### src/hdl/spq_pkg.sv
// spq_pkg: shared types and codes for the sorted priority queue
// entry record, per-cell control, result record, operation and status codes
// no dependencies
package spq_pkg;

    typedef enum logic [0:0] {
        FUNC_INSERT = 1'b0,
        FUNC_POP    = 1'b1
    } func_t;

    typedef enum logic [1:0] {
        STAT_OK    = 2'd0,
        STAT_FULL  = 2'd1,
        STAT_EMPTY = 2'd2
    } status_t;

    typedef struct packed {
        logic [7:0]  prio;
        logic [15:0] id;
        logic [15:0] arrival;
        logic [15:0] burst;
    } entry_t;

    typedef struct packed {
        logic insert;
        logic pop;
    } cell_ctrl_t;

    typedef struct packed {
        logic        queue_empty;
        status_t     status;
        logic [15:0] id;
        logic [15:0] arrival;
        logic [15:0] burst;
    } result_t;

endpackage

### src/hdl/spq_cell.sv
// spq_cell: one slot of the sorted queue chain
// compares its entry with the incoming one and shifts toward either neighbor
// depends on spq_pkg
module spq_cell
    import spq_pkg::*;
(
    input  logic       clk,
    input  cell_ctrl_t ctrl,
    input  entry_t     new_entry,
    input  logic       valid,
    input  logic       left_ahead,
    input  entry_t     left_entry,
    input  entry_t     right_entry,
    output logic       ahead,
    output entry_t     entry,
    output entry_t     entry_next
);

    entry_t entry_reg;

    // stored entry stays in front of the new one
    assign ahead = valid && ((entry_reg.prio < new_entry.prio) ||
                   ((entry_reg.prio == new_entry.prio) && (entry_reg.id < new_entry.id)));

    always_comb
    begin
        entry_next = entry_reg;
        if (ctrl.insert)
        begin
            if (ahead)
                entry_next = entry_reg;
            else if (left_ahead)
                entry_next = new_entry;
            else
                entry_next = left_entry;
        end
        else if (ctrl.pop)
        begin
            entry_next = right_entry;
        end
    end

    always_ff @(posedge clk)
    begin
        entry_reg <= entry_next;
    end

    assign entry = entry_reg;

endmodule

### src/hdl/sorted_priority_queue.sv
// sorted_priority_queue: top level, a chain of slot cells kept in priority order
// result on m_axis is registered, going to the skid register when the output register holds an untaken result
// throughput: one transaction per cycle; s_axis_tready drops only when both output
//   register and skid register hold results
// reset clears the entry count and output valids; slot contents are not cleared
// depends on spq_pkg and spq_cell
module sorted_priority_queue
    import spq_pkg::*;
#(
    parameter int QUEUE_DEPTH = 16
)
(
    input  logic        clk,
    input  logic        rst_n,
    input  logic        s_axis_tvalid,
    output logic        s_axis_tready,
    input  logic [55:0] s_axis_tdata,   // task_id, arrival_time, burst_length, prio_level
    input  logic        s_axis_tuser,   // func
    output logic        m_axis_tvalid,
    input  logic        m_axis_tready,
    output logic [47:0] m_axis_tdata,   // head_id, head_arrival, head_burst
    output logic [2:0]  m_axis_tuser    // queue_empty, op_status
);

    localparam int CW = $clog2(QUEUE_DEPTH + 1);

    logic [CW-1:0] count_reg, count_next;
    logic          out_valid_reg, out_valid_next;
    logic          skid_valid_reg, skid_valid_next;
    result_t       out_reg, out_next;
    result_t       skid_reg, skid_next;

    logic       s_fire, m_fire, full, empty;
    func_t      func;
    entry_t     new_entry;
    cell_ctrl_t ctrl;
    status_t    status;
    result_t    res;

    entry_t     cell_entry [QUEUE_DEPTH];
    entry_t     cell_next  [QUEUE_DEPTH];
    logic       cell_ahead [QUEUE_DEPTH];

    assign s_fire = s_axis_tvalid && s_axis_tready;
    assign m_fire = m_axis_tvalid && m_axis_tready;
    assign full   = (count_reg == CW'(QUEUE_DEPTH));
    assign empty  = (count_reg == '0);
    assign func   = func_t'(s_axis_tuser);

    assign new_entry.id      = s_axis_tdata[15:0];
    assign new_entry.arrival = s_axis_tdata[31:16];
    assign new_entry.burst   = s_axis_tdata[47:32];
    assign new_entry.prio    = s_axis_tdata[55:48];

    always_comb
    begin
        ctrl       = '0;
        status     = STAT_OK;
        count_next = count_reg;
        if (s_fire)
        begin
            unique case (func)
                FUNC_INSERT:
                begin
                    if (full)
                        status = STAT_FULL;
                    else
                    begin
                        ctrl.insert = 1'b1;
                        count_next  = count_reg + 1'b1;
                    end
                end
                FUNC_POP:
                begin
                    if (empty)
                        status = STAT_EMPTY;
                    else
                    begin
                        ctrl.pop   = 1'b1;
                        count_next = count_reg - 1'b1;
                    end
                end
                default: status = STAT_OK;
            endcase
        end
    end

    genvar k;
    generate
        for (k = 0; k < QUEUE_DEPTH; k++)
        begin : g_cell
            logic   left_ahead;
            entry_t left_entry;
            entry_t right_entry;

            if (k == 0)
            begin : g_first
                assign left_ahead = 1'b1;
                assign left_entry = new_entry;
            end
            else
            begin : g_mid
                assign left_ahead = cell_ahead[k-1];
                assign left_entry = cell_entry[k-1];
            end

            if (k == QUEUE_DEPTH - 1)
            begin : g_last
                assign right_entry = cell_entry[k];
            end
            else
            begin : g_inner
                assign right_entry = cell_entry[k+1];
            end

            spq_cell u_cell
            (
                .clk         (clk),
                .ctrl        (ctrl),
                .new_entry   (new_entry),
                .valid       (CW'(k) < count_reg),
                .left_ahead  (left_ahead),
                .left_entry  (left_entry),
                .right_entry (right_entry),
                .ahead       (cell_ahead[k]),
                .entry       (cell_entry[k]),
                .entry_next  (cell_next[k])
            );
        end
    endgenerate

    always_comb
    begin
        res.queue_empty = (count_next == '0);
        res.status      = status;
        res.id          = res.queue_empty ? 16'd0 : cell_next[0].id;
        res.arrival     = res.queue_empty ? 16'd0 : cell_next[0].arrival;
        res.burst       = res.queue_empty ? 16'd0 : cell_next[0].burst;
    end

    // output register with one skid entry
    always_comb
    begin
        out_valid_next  = out_valid_reg;
        skid_valid_next = skid_valid_reg;
        out_next        = out_reg;
        skid_next       = skid_reg;
        if (m_fire)
        begin
            if (skid_valid_reg)
            begin
                out_next        = skid_reg;
                skid_valid_next = 1'b0;
            end
            else if (s_fire)
                out_next = res;
            else
                out_valid_next = 1'b0;
        end
        else if (s_fire)
        begin
            if (!out_valid_reg)
            begin
                out_next       = res;
                out_valid_next = 1'b1;
            end
            else
            begin
                skid_next       = res;
                skid_valid_next = 1'b1;
            end
        end
    end

    always_ff @(posedge clk or negedge rst_n)
    begin
        if (!rst_n)
        begin
            count_reg      <= '0;
            out_valid_reg  <= 1'b0;
            skid_valid_reg <= 1'b0;
        end
        else
        begin
            count_reg      <= count_next;
            out_valid_reg  <= out_valid_next;
            skid_valid_reg <= skid_valid_next;
        end
    end

    always_ff @(posedge clk)
    begin
        out_reg  <= out_next;
        skid_reg <= skid_next;
    end

    assign s_axis_tready = !skid_valid_reg;
    assign m_axis_tvalid = out_valid_reg;
    assign m_axis_tdata  = {out_reg.burst, out_reg.arrival, out_reg.id};
    assign m_axis_tuser  = {out_reg.status, out_reg.queue_empty};

    a_count_bound: assert property (@(posedge clk) disable iff (!rst_n)
        count_reg <= CW'(QUEUE_DEPTH))
        else $error("entry count above queue depth");

    a_full_drop: assert property (@(posedge clk) disable iff (!rst_n)
        s_fire && (func == FUNC_INSERT) && full |=> count_reg == $past(count_reg))
        else $error("insert into full queue changed the count");

    a_pop_count: assert property (@(posedge clk) disable iff (!rst_n)
        s_fire && (func == FUNC_POP) && !empty |=> count_reg == $past(count_reg) - 1'b1)
        else $error("pop did not remove one entry");

    a_skid_order: assert property (@(posedge clk) disable iff (!rst_n)
        skid_valid_reg |-> out_valid_reg)
        else $error("skid holds a result while output register is empty");

endmodule
### config.mk
export PLATFORM = sky130hd
export DESIGN_NAME = sorted_priority_queue
export DESIGN_NICKNAME = d
export VERILOG_FILES = /design/src/hdl/spq_pkg.sv /design/src/hdl/spq_cell.sv /design/src/hdl/sorted_priority_queue.sv
export SDC_FILE = /design/constraint.sdc
export NUM_CORES = 2
export LEC_CHECK = 0
export BUFFER_PORTS_ARGS = -buffer_cell sky130_fd_sc_hd__buf_2
export CAP_MARGIN = 20
export CORE_UTILIZATION = 45
export DETAILED_ROUTE_END_ITERATION = 8
export GPL_TIMING_DRIVEN = 0
export PLACE_DENSITY_LB_ADDON = 0.3
export SKIP_LAST_GASP = 1
export SLEW_MARGIN = 20
export SYNTH_ARGS = -nofsm -noshare
export SYNTH_HDL_FRONTEND = slang
export SYNTH_SLANG_ARGS = --single-unit
### constraint.sdc
create_clock -name clk -period 9.65 [get_ports clk]
set_clock_uncertainty 0.05 [all_clocks]
set_input_delay 0.965 -clock clk [delete_from_list [all_inputs] [get_ports clk]]
set_output_delay 0.965 -clock clk [all_outputs]
set_load 0.05 [all_outputs]
==> metrics.txt <==
status=finished, final reports clean; syn avg cell area=10.5 sq um; Seq/Total Area, Yosys=0.484; syn_nets=6264; grt total ovfl=0; number of synthesized flops with an enable pin=950; met2 global-route usage=0.534; vias in the first global route=53733; first-pass GRT wire length=381000 um; H-tree lvl count=3; async set-reset flop share out of synthesis=0.00697; RePlAce Congestion=0.983; drt drc=0; Synth top cells by count=950 x edfxtp_1, 827 x nor2_1, 460 x clkbuf_1; min Tclk post-route=6.47 ns; worst path cell trace=clkbuf_1 > inv_1 > ha_1 > nand4_1 > a21o_1 > a22o_1 > o22ai_1 > and2_1 > clkbuf_1 > clkbuf_1 > buf_1 > nand2b_4 > buf_16; Core Rows=135; synth top area cells=edfxtp_1 47%, ha_1 7.6%, a221o_1 7.1%, nor2_1 5.1%, clkbuf_1 2.8%; area grow syn2layout=12.3%; worst r2r path cells=12; HP Class=in2reg; clock net sink count=1005; Gates resized, CTS repair=0; Mapped Area=61300 sq um; die area=138000 sq um; Total Neg Setup Slack=0 ns; post-synth top area share=0.465; Final period util=0.670; RSZ-0062 raised after global routing=no; Netlist cell types=75; layout cells sized above 1=0.0787; Routed Wire Length=268000 um; critical path launch point type=primary input; Synth warnings=0; I/O pin count=114; Tot Pwr=21700 uW; Slew HR=0.0988; dpl hpwl=200000 um; Syn Inst Count=5831; Fmax achieved=155 MHz; Avg Vias per Cell=7.16; CP required=10.03 ns; leakage power=0.0248 uW; latest clock arrival within the worst-skew pair=0.80 ns; CTS tree=done; Yosys reg bits=1005; antenna violations before repair=19; Critical Path Fanout Max=29; max incr delay on CP=0.76 ns; met1 GRT Util=0.514; top_reg_cell synth=edfxtp_1; DR vias=56871; Worst VDD drop=0.306 mV; CP dominant cell by count=clkbuf_1; Worst-Margin Slew=1.35 ns; final setup fails=0; DR iter-0 viols=10077; Nets=6488; ANT nets after route=0; cts bufs inserted=114; Initial Utilization=0.453; # port buffers=59; max reg flops=896; Post-Place Cell Area=64900 sq um; CTS clock-pin slew for the worst setup and hold paths=0.06 ns; PwrDens=315 nW/um^2; M3 GR Usage=0.113; Core ar.=135000 sq um; largest net degree at the start of global routing=36; delay-heaviest family, CP=buffers and inverters; final instance area=68800 sq um; hold depth=2; worst path bufs/invs=6; arrival time at the worst endpoint=6.85 ns; final design utilization=0.509; Crit-path slowest cell=buf_1; root buf cell=clkbuf_16; DIE HEIGHT=371 um; final hold vios=0; TritonRoute pass-1 iters=9; CP Class=in2reg; clock buffer depth=3; count leader, synth=edfxtp_1; die width=371 um; Fillers=11997; critical path endpoint category=register; Max-cap violations=0; Slew Limit Fails=0; drt wl/cell=33.8 um; Stages on worst setup path=13; leading area contributor after synthesis=edfxtp_1; GR Util All Layers=0.380; global routing's busiest layer=met2
==> final timing paths <==
| check | start | end | slack (ns) |
|---|---|---|---|
| worst min-delay path | m_axis_tready | skid_valid_reg | 0.37 |
| max in group asynchronous | rst_n | count_reg[3] | 8.79 |
| worst max-delay path | s_axis_tdata[54] | g_cell[3].u_cell.entry[21] | 3.18 |
| min in group asynchronous | rst_n | count_reg[4] | 0.53 |
| worst max register to register | g_cell[2].u_cell.entry[39] | g_cell[2].u_cell.entry[21] | 4.08 |
| worst min register to register | skid_reg[50] | m_axis_tuser[0] | 0.48 |
==> cell families (layout without fill, tap and decap cells) <==
group                      after synthesis  count (layout)  synth area share
muxes                                  169             169            0.0276
AOI/OAI and AO/OA                     1673            1673             0.228
DFF                                   1005            1005             0.484
adders and majority gates              372             372            0.0759
xor gates and xnor gates                 3               3          0.000429
buffers and inverters                  730            1052            0.0471
and+or+nand+nor                       1879            1879             0.137
other                                    0              11                 0
==> stage by stage <==
stage | std cells | setup slack (ns) | hold slack, ns
after floorplan | 5831 | 2.03 | 0.446
after global placement | 7671 | -4.00 | 0.452
after detailed placement | 7719 | 2.67 | 0.460
after CTS | 7934 | 3.45 | 0.343
after global routing | 7939 | 3.30 | 0.381
final | 7945 | 3.18 | 0.367
==> power by group <==
part / switching, uW / leakage [uW] / internal [uW] / total, uW
Sequential: 1060 / 0.00941 / 6930 / 7990
Clock: 2040 / 0.00187 / 2600 / 4630
Combinational: 6110 / 0.0135 / 2960 / 9060
Total: 9210 / 0.0248 / 12500 / 21700
==> layer usage <==
metal / up-vias / share of wire
met1: 27611 / 0.39
met3: 869 / 0.14
met2: 4836 / 0.41
met4: 12 / 0.066
met5: - / 0.00070
li1: 23543 / -
==> final cells by class <==
cell class | count | area (sq um) | area share
timing repair buffer | 108 | 1210 | 0.0176
buffer | 593 | 2400 | 0.0349
sequential | 1005 | 29700 | 0.431
clock inverter | 56 | 622 | 0.00904
clock buffer | 158 | 3210 | 0.0466
multi-input combinational | 4096 | 28900 | 0.421
inverter | 137 | 514 | 0.00747
antenna | 11 | 27.5 | 0.000400
tap | 1781 | 2230 | 0.0324
==> cell usage in the layout, fill, tap and decap left out, drive strengths merged, types with 60 or more instances in the layout <==
cell / instances
edfxtp: 950
a21o: 60
ha: 372
and2: 61
o31a: 61
a221o: 432
buf: 240
a21oi: 98
clkbuf: 618
inv: 141
mux2i: 167
nor2: 827
nor4: 123
nand2: 413
a211oi: 185
o21ai: 107
nand3: 141
o211ai: 180
nor3: 114
==> what timing repair did <==
item | CTS | global route
setup endpoints to repair | 0 | 0
hold endpoints to repair | 7 | 0
setup buffers | 0 | 0
hold buffers | 1 | 0
Power figures use the tool's default switching activity.
